[src/rtl/core/rrd_pkg.sv]
// Shared types, widths, register indexes and helpers of the remote report decoder.
package rrd_pkg;

   localparam int MUL_A_W = 17;
   localparam int MUL_B_W = 34;
   localparam int MUL_P_W = MUL_A_W + MUL_B_W;
   localparam int FRAC_W = 24;
   localparam int FACTOR_W = 33;
   localparam logic [FACTOR_W-1:0] FACTOR_ONE = FACTOR_W'(1) << FRAC_W;

   typedef logic [2:0] csr_index_type;
   localparam csr_index_type CSR_GAIN_X = 3'd0;
   localparam csr_index_type CSR_GAIN_Y = 3'd1;
   localparam csr_index_type CSR_LIMIT_X = 3'd2;
   localparam csr_index_type CSR_LIMIT_Y = 3'd3;
   localparam csr_index_type CSR_MOVE_THRESHOLD = 3'd4;

   localparam logic [15:0] GAIN_RESET = 16'd848;
   localparam logic [14:0] LIMIT_RESET = 15'd8192;
   localparam logic [7:0] THRESHOLD_RESET = 8'd5;

   typedef enum logic [10:0] {
      ST_IDLE   = 11'b000_0000_0001,
      ST_SQX    = 11'b000_0000_0010,
      ST_SQY    = 11'b000_0000_0100,
      ST_PX     = 11'b000_0000_1000,
      ST_FX     = 11'b000_0001_0000,
      ST_MX     = 11'b000_0010_0000,
      ST_PY     = 11'b000_0100_0000,
      ST_FY     = 11'b000_1000_0000,
      ST_MY     = 11'b001_0000_0000,
      ST_RY     = 11'b010_0000_0000,
      ST_FINISH = 11'b100_0000_0000
   } state_type;

   // Clips a scaled stick value to the signed byte range and adds the center offset.
   function automatic logic [7:0] clip_offset(input logic signed [MUL_P_W-FRAC_W-1:0] q);
      logic [7:0] res;
      if (q > 127) begin
         res = 8'hFF;
      end else if (q < -128) begin
         res = 8'h00;
      end else begin
         res = {~q[7], q[6:0]};
      end
      return res;
   endfunction

endpackage

[src/rtl/core/rrd_mul_unit.sv]
// Shared signed multiplier with a registered product.
module rrd_mul_unit (
   input  logic                                 clock,
   input  logic signed [rrd_pkg::MUL_A_W-1:0]   mul_a,
   input  logic signed [rrd_pkg::MUL_B_W-1:0]   mul_b,
   output logic signed [rrd_pkg::MUL_P_W-1:0]   product
);

   logic signed [rrd_pkg::MUL_P_W-1:0] product_ff;
   logic signed [rrd_pkg::MUL_P_W-1:0] product_in;

   assign product_in = mul_a * mul_b;

   always_ff @(posedge clock) begin
      product_ff <= product_in;
   end

   assign product = product_ff;

endmodule

[config.mk]
export PLATFORM = sky130hd
export DESIGN_NAME = rrd_mul_unit
export DESIGN_NICKNAME = d
export VERILOG_FILES = /design/src/rtl/core/rrd_pkg.sv /design/src/rtl/core/rrd_mul_unit.sv
export SDC_FILE = /design/constraint.sdc
export NUM_CORES = 2
export LEC_CHECK = 0
export ABC_AREA = 0
export BUFFER_PORTS_ARGS = -buffer_cell sky130_fd_sc_hd__buf_2
export CAP_MARGIN = 20
export CORE_ASPECT_RATIO = 0.6
export CORE_MARGIN = 2
export CORE_UTILIZATION = 45
export CTS_BUF_LIST = sky130_fd_sc_hd__clkbuf_8
export DETAILED_ROUTE_END_ITERATION = 6
export PLACE_DENSITY_LB_ADDON = 0.08
export SLEW_MARGIN = 10
export SYNTH_ARGS = -nofsm -noshare
export SYNTH_HDL_FRONTEND = slang
export SYNTH_SLANG_ARGS = --single-unit
[constraint.sdc]
create_clock -name clock -period 9.7 [get_ports clock]
set_input_delay 1.94 -clock clock [delete_from_list [all_inputs] [get_ports clock]]
set_output_delay 1.94 -clock clock [all_outputs]
set_load 0.05 [all_outputs]
# --- Word level (Yosys, flattened, before mapping) ---
# Index checks and enable logic that the tools add are counted.
# Widths: inputs -> output; s select.
totals:
  regBits: 51
  in_bits: 52
  out_inout_bits: 51
  wordCells: 2
op_classes:
  multipliers: 1
ops:
  columns: ["op", "n"]
  rows:
  - ["$mul 17x34->51", 1]

# --- Longest topological paths before layout ---
depth:
  depth_word: 1
  mapped_depth: 25
  mapped_depth_nobuf: 23

# --- Worst setup path before layout ---
# OpenSTA, ideal clock, no wires.
synth_path:
  path_kind: "input -> register"
  startpoint: "input mul_a[8] in the netlist's numbering"
  endpoint: "register product_ff (netlist bit product[50])"
  setup_ns: 0.128
  t_arrival_ns: 7.543
  required_time_ns: 9.572
  setup_slack_ns: 2.029
  path_stages: 22
  path_buffers: 2
  cell_sequence: "clkbuf_1 clkbuf_1 nand2_1 fa_1 inv_1 fa_1 fa_1 fa_1 fa_1 inv_1 fa_1 inv_1 ha_1 nand2_1 nor2_1 o21bai_4 a2111oi_4 o32a_2 a21oi_4 o31ai_4 and4_1 nor3_2"
synth_between:
  elab_chain_cells: 1
synth_rtl:
  columns: ["item", "line", "text"]
  rows:
  - ["start, declared", "rrd_mul_unit.sv:4", "input logic signed [rrd_pkg::MUL_A_W-1:0] mul_a,"]
  - ["$mul 17x34->51", "rrd_mul_unit.sv:12", "assign product_in = mul_a * mul_b;"]
  - ["via product_in, one bit", "rrd_mul_unit.sv:10", "logic signed [rrd_pkg::MUL_P_W-1:0] product_in;"]
  - ["end signal, assigned", "rrd_mul_unit.sv:15", "product_ff <= product_in;"]
  - ["end, declared", "rrd_mul_unit.sv:9", "logic signed [rrd_pkg::MUL_P_W-1:0] product_ff;"]
# The timed path passes the listed nets, and every way through them passes these cells.

# --- Worst setup path in the final report ---
layout_path:
  startpoint: "input mul_a[2] in the netlist's numbering"
  endpoint: "register product_ff (netlist bit product[41])"
# Same word-level chain as after synthesis.

==> run_results.csv <==
group,metric,value,unit
sta,worst_pin_slew,0.9385,ns
sta,fmax,119.6,MHz
sta,slew-limit-headroom,0.3698,
logic_synthesis,synth_nets,2945,
setup_path,slowest_delay,0.63,ns
route,drc,0,
sta,hold_slack,2.021,ns
logic_synthesis,syn_inst,2223,
layout,syn2layout_area_growth,5.763,%
run,maxCapViolCount,0,
route,ant_nets,0,
clocking,postCtsResizedCells,0,
clocking,cts_made_buffers,5,
clocking,cts_tree,"built",
route,wire_per_inst,19.96,um
layout,seq_area,1021,um2
logic_synthesis,ys_ff_latch,51,
setup_path,crit_required,9.94,ns
setup_path,crit_type,"in2reg",
setup_path,critPathSlowestCell,"buf_2",
global_route,grt_start_max_net_pins,35,
logic_synthesis,ys.flop_type,"dfxtp_1",
logic_synthesis,synth_xor_xnor_area_share,0.02159,
logic_synthesis,yosys_warnings,0,
global_route,grt_overflow_total,0,
global_route,gr-usage-all-layers,0.2526,
route,viasPerCell,5.099,
setup_path,arrival,8.60,ns
clocking,root_buffer,"clkbuf_8",
clocking,cts_setup_buffers,0,
place,place_congestion,0.8789,
sta,finalSetupViolCount,0,
clocking,cts.sinks,51,
global_route,antenna_found_initial,1,
setup_path,end_kind,"flop",
die,die_area,47760,um2
place,place_area,21740,um2
layout,postLayoutCoreUtil,0.4850,
setup_path,worstPathMaxFanout,26,
logic_synthesis,synthArstFlopShare,0,
die,die_w,280.8,um
sta,period_share,0.8619,
die,ioPinCount,103,
setup_path,critical_path.cell_chain,"buf_2 -> nand2_1 -> fa_1 -> fa_1 -> fa_1 -> inv_1 -> fa_1 -> fa_1 -> inv_1 -> fa_1 -> inv_1 -> ha_1 -> nand2_1 -> nor2_1 -> o21a_1 -> nor2_1 -> a31oi_1 -> a31oi_1 -> o31a_1 -> o31a_1 -> xnor2_1",
setup_path,worstSetupStartpointType,"primary input",
setup_path,crit_path_end,"product[41]",
outcome,status,"completed",
logic_synthesis,synthAdderAreaFrac,0.6051,
sta,maxSlewViolCount,0,
clocking,h-tree-depth,2,
layout,layout_commonest_cell,"fa_1",
logic_synthesis,synth-compound-area-share,0.05158,
route,first_iter_violations,1100,
layout,insertedDiodeCount,0,
logic_synthesis,synthMuxAreaShare,0,
global_route,grt_pass1_vias,15469,
setup_path,crit_top_cell,"fa_1",
logic_synthesis,netlist_area,20690,um2
die,initial_core_util,0.4586,
layout,fill_cells,4361,
layout,drive_gt1_frac,0.06522,
logic_synthesis,synth_top_family_by_area,"adder cells",
logic_synthesis,synth_edf_count,0,
sta,period_needed,8.360,ns
route,firstDrtPassIters,5,
layout,final_cell_mix,"551 x fa_1, 535 x inv_1, 335 x nand2_1",
place,portBuffers,102,
die,std_cell_rows,60,
sta,rsz0062_at_grt,"no",
die,fp.coreArea,45120,um2
layout,fin_area,21880,um2
route,vias,14655,
layout,final_nets,2975,
global_route,grt_pass1_wl,91160,um
clocking,path_clk_slew,0.11,ns
layout,largest_reg_flops,51,
setup_path,startpoint,"mul_a[2]",
min_path,hold_path.class,"in2reg",
sta,hold_viol,0,
logic_synthesis,synth-seq-area-share,0.04935,
logic_synthesis,syn_avg_cell_area,9.307,um2
die,die_h,170.1,um
sta,setup_tns,0,ns
place,place_hpwl,47670,um
route,wl,57360,um
clocking,clock_path_buffers,2,
logic_synthesis,synth_cell_type_count,63,
layout,multiInputGateArea,17310,um2
logic_synthesis,synthSimpleGateAreaFrac,0.1583,
clocking,cts_hold_buf,0,
how the worst min path moves through the flow:
| stage | startpoint | end | slack (ns) | cells past startpoint |
|---|---|---|---|---|
| 3_5_place_dp | mul_b[0] | product[0] | 2.40 | 2 |
| 4_1_cts | mul_b[0] | product[0] | 2.00 | 2 |
| 2_1_floorplan | mul_b[0] | product[0] | 2.07 | 1 |
| 6_report | mul_b[0] | product[0] | 2.02 | 2 |
| 5_1_grt | mul_b[0] | product[0] | 2.02 | 2 |
| 3_3_place_gp | mul_b[0] | product[0] | 2.40 | 2 |
layer usage:
layer	routed length, um	up-vias	share of wire	GRT usage
li1	-	6475	-	-
met1	28770	7594	0.50	0.4119
met2	23380	553	0.41	0.3606
met3	4678	33	0.082	0.03446
met4	521	0	0.0091	0.03511
met5	0	-	0	0
worst max-delay path: cells and delay by family:
kind	cells	cell delay [ns]
xor+xnor	1	0.12
buf+inv	4	0.78
simple gates	4	0.72
compound gates	5	1.55
fa+ha+maj	7	3.48
cells by family after synthesis:
family / Yosys count
flip-flops: 51
AND/OR/NAND/NOR: 676
XOR/XNOR: 51
adder cells (fa/ha/maj): 670
buffers and inverters: 628
AO/OA/AOI/OAI: 147
per-stage QoR:
stage,cells,worst slack (ns)
3_5_place_dp,2866,1.031
6_report,2874,1.340
2_1_floorplan,2223,2.029
4_1_cts,2874,1.416
5_1_grt,2874,1.041
3_3_place_gp,2866,1.106
cells in the mapped netlist (all sizes together), types with 2 or more instances:
cell	count	area share
a211oi	3	0.0013
a21o	18	0.0065
a21oi	49	0.013
a221oi	2	0.0011
a31o	2	0.00085
a31oi	4	0.0015
and2	252	0.076
and3	3	0.00091
buf	2	0.00048
clkbuf	91	0.017
dfxtp	51	0.049
fa	551	0.53
ha	119	0.072
inv	535	0.097
nand2	336	0.061
nand2b	7	0.0021
nand3	5	0.0012
nand4	5	0.0015
nor2	54	0.011
nor2b	4	0.0012
nor3	4	0.0012
nor4	2	0.00091
o211ai	4	0.0024
o21a	7	0.0025
o21ai	27	0.0069
o21bai	9	0.0038
o311ai	4	0.0017
o31a	4	0.0017
o31ai	3	0.0024
xnor2	43	0.018
xor2	8	0.0034
cell type report:
| type | count | share of cell area |
|---|---|---|
| Clock inverter | 3 | 0.003259 |
| Timing Repair Buffer | 116 | 0.02870 |
| Multi-Input combinational cell | 1544 | 0.7910 |
| Tap cell | 620 | 0.03545 |
| Inverter | 535 | 0.09177 |
| Clock buffer | 5 | 0.003145 |
| Sequential cell | 51 | 0.04666 |
Power is left out: the tool's default activity adds up to more than one toggle a clock period on the data nets, which glitch-free logic cannot reach.
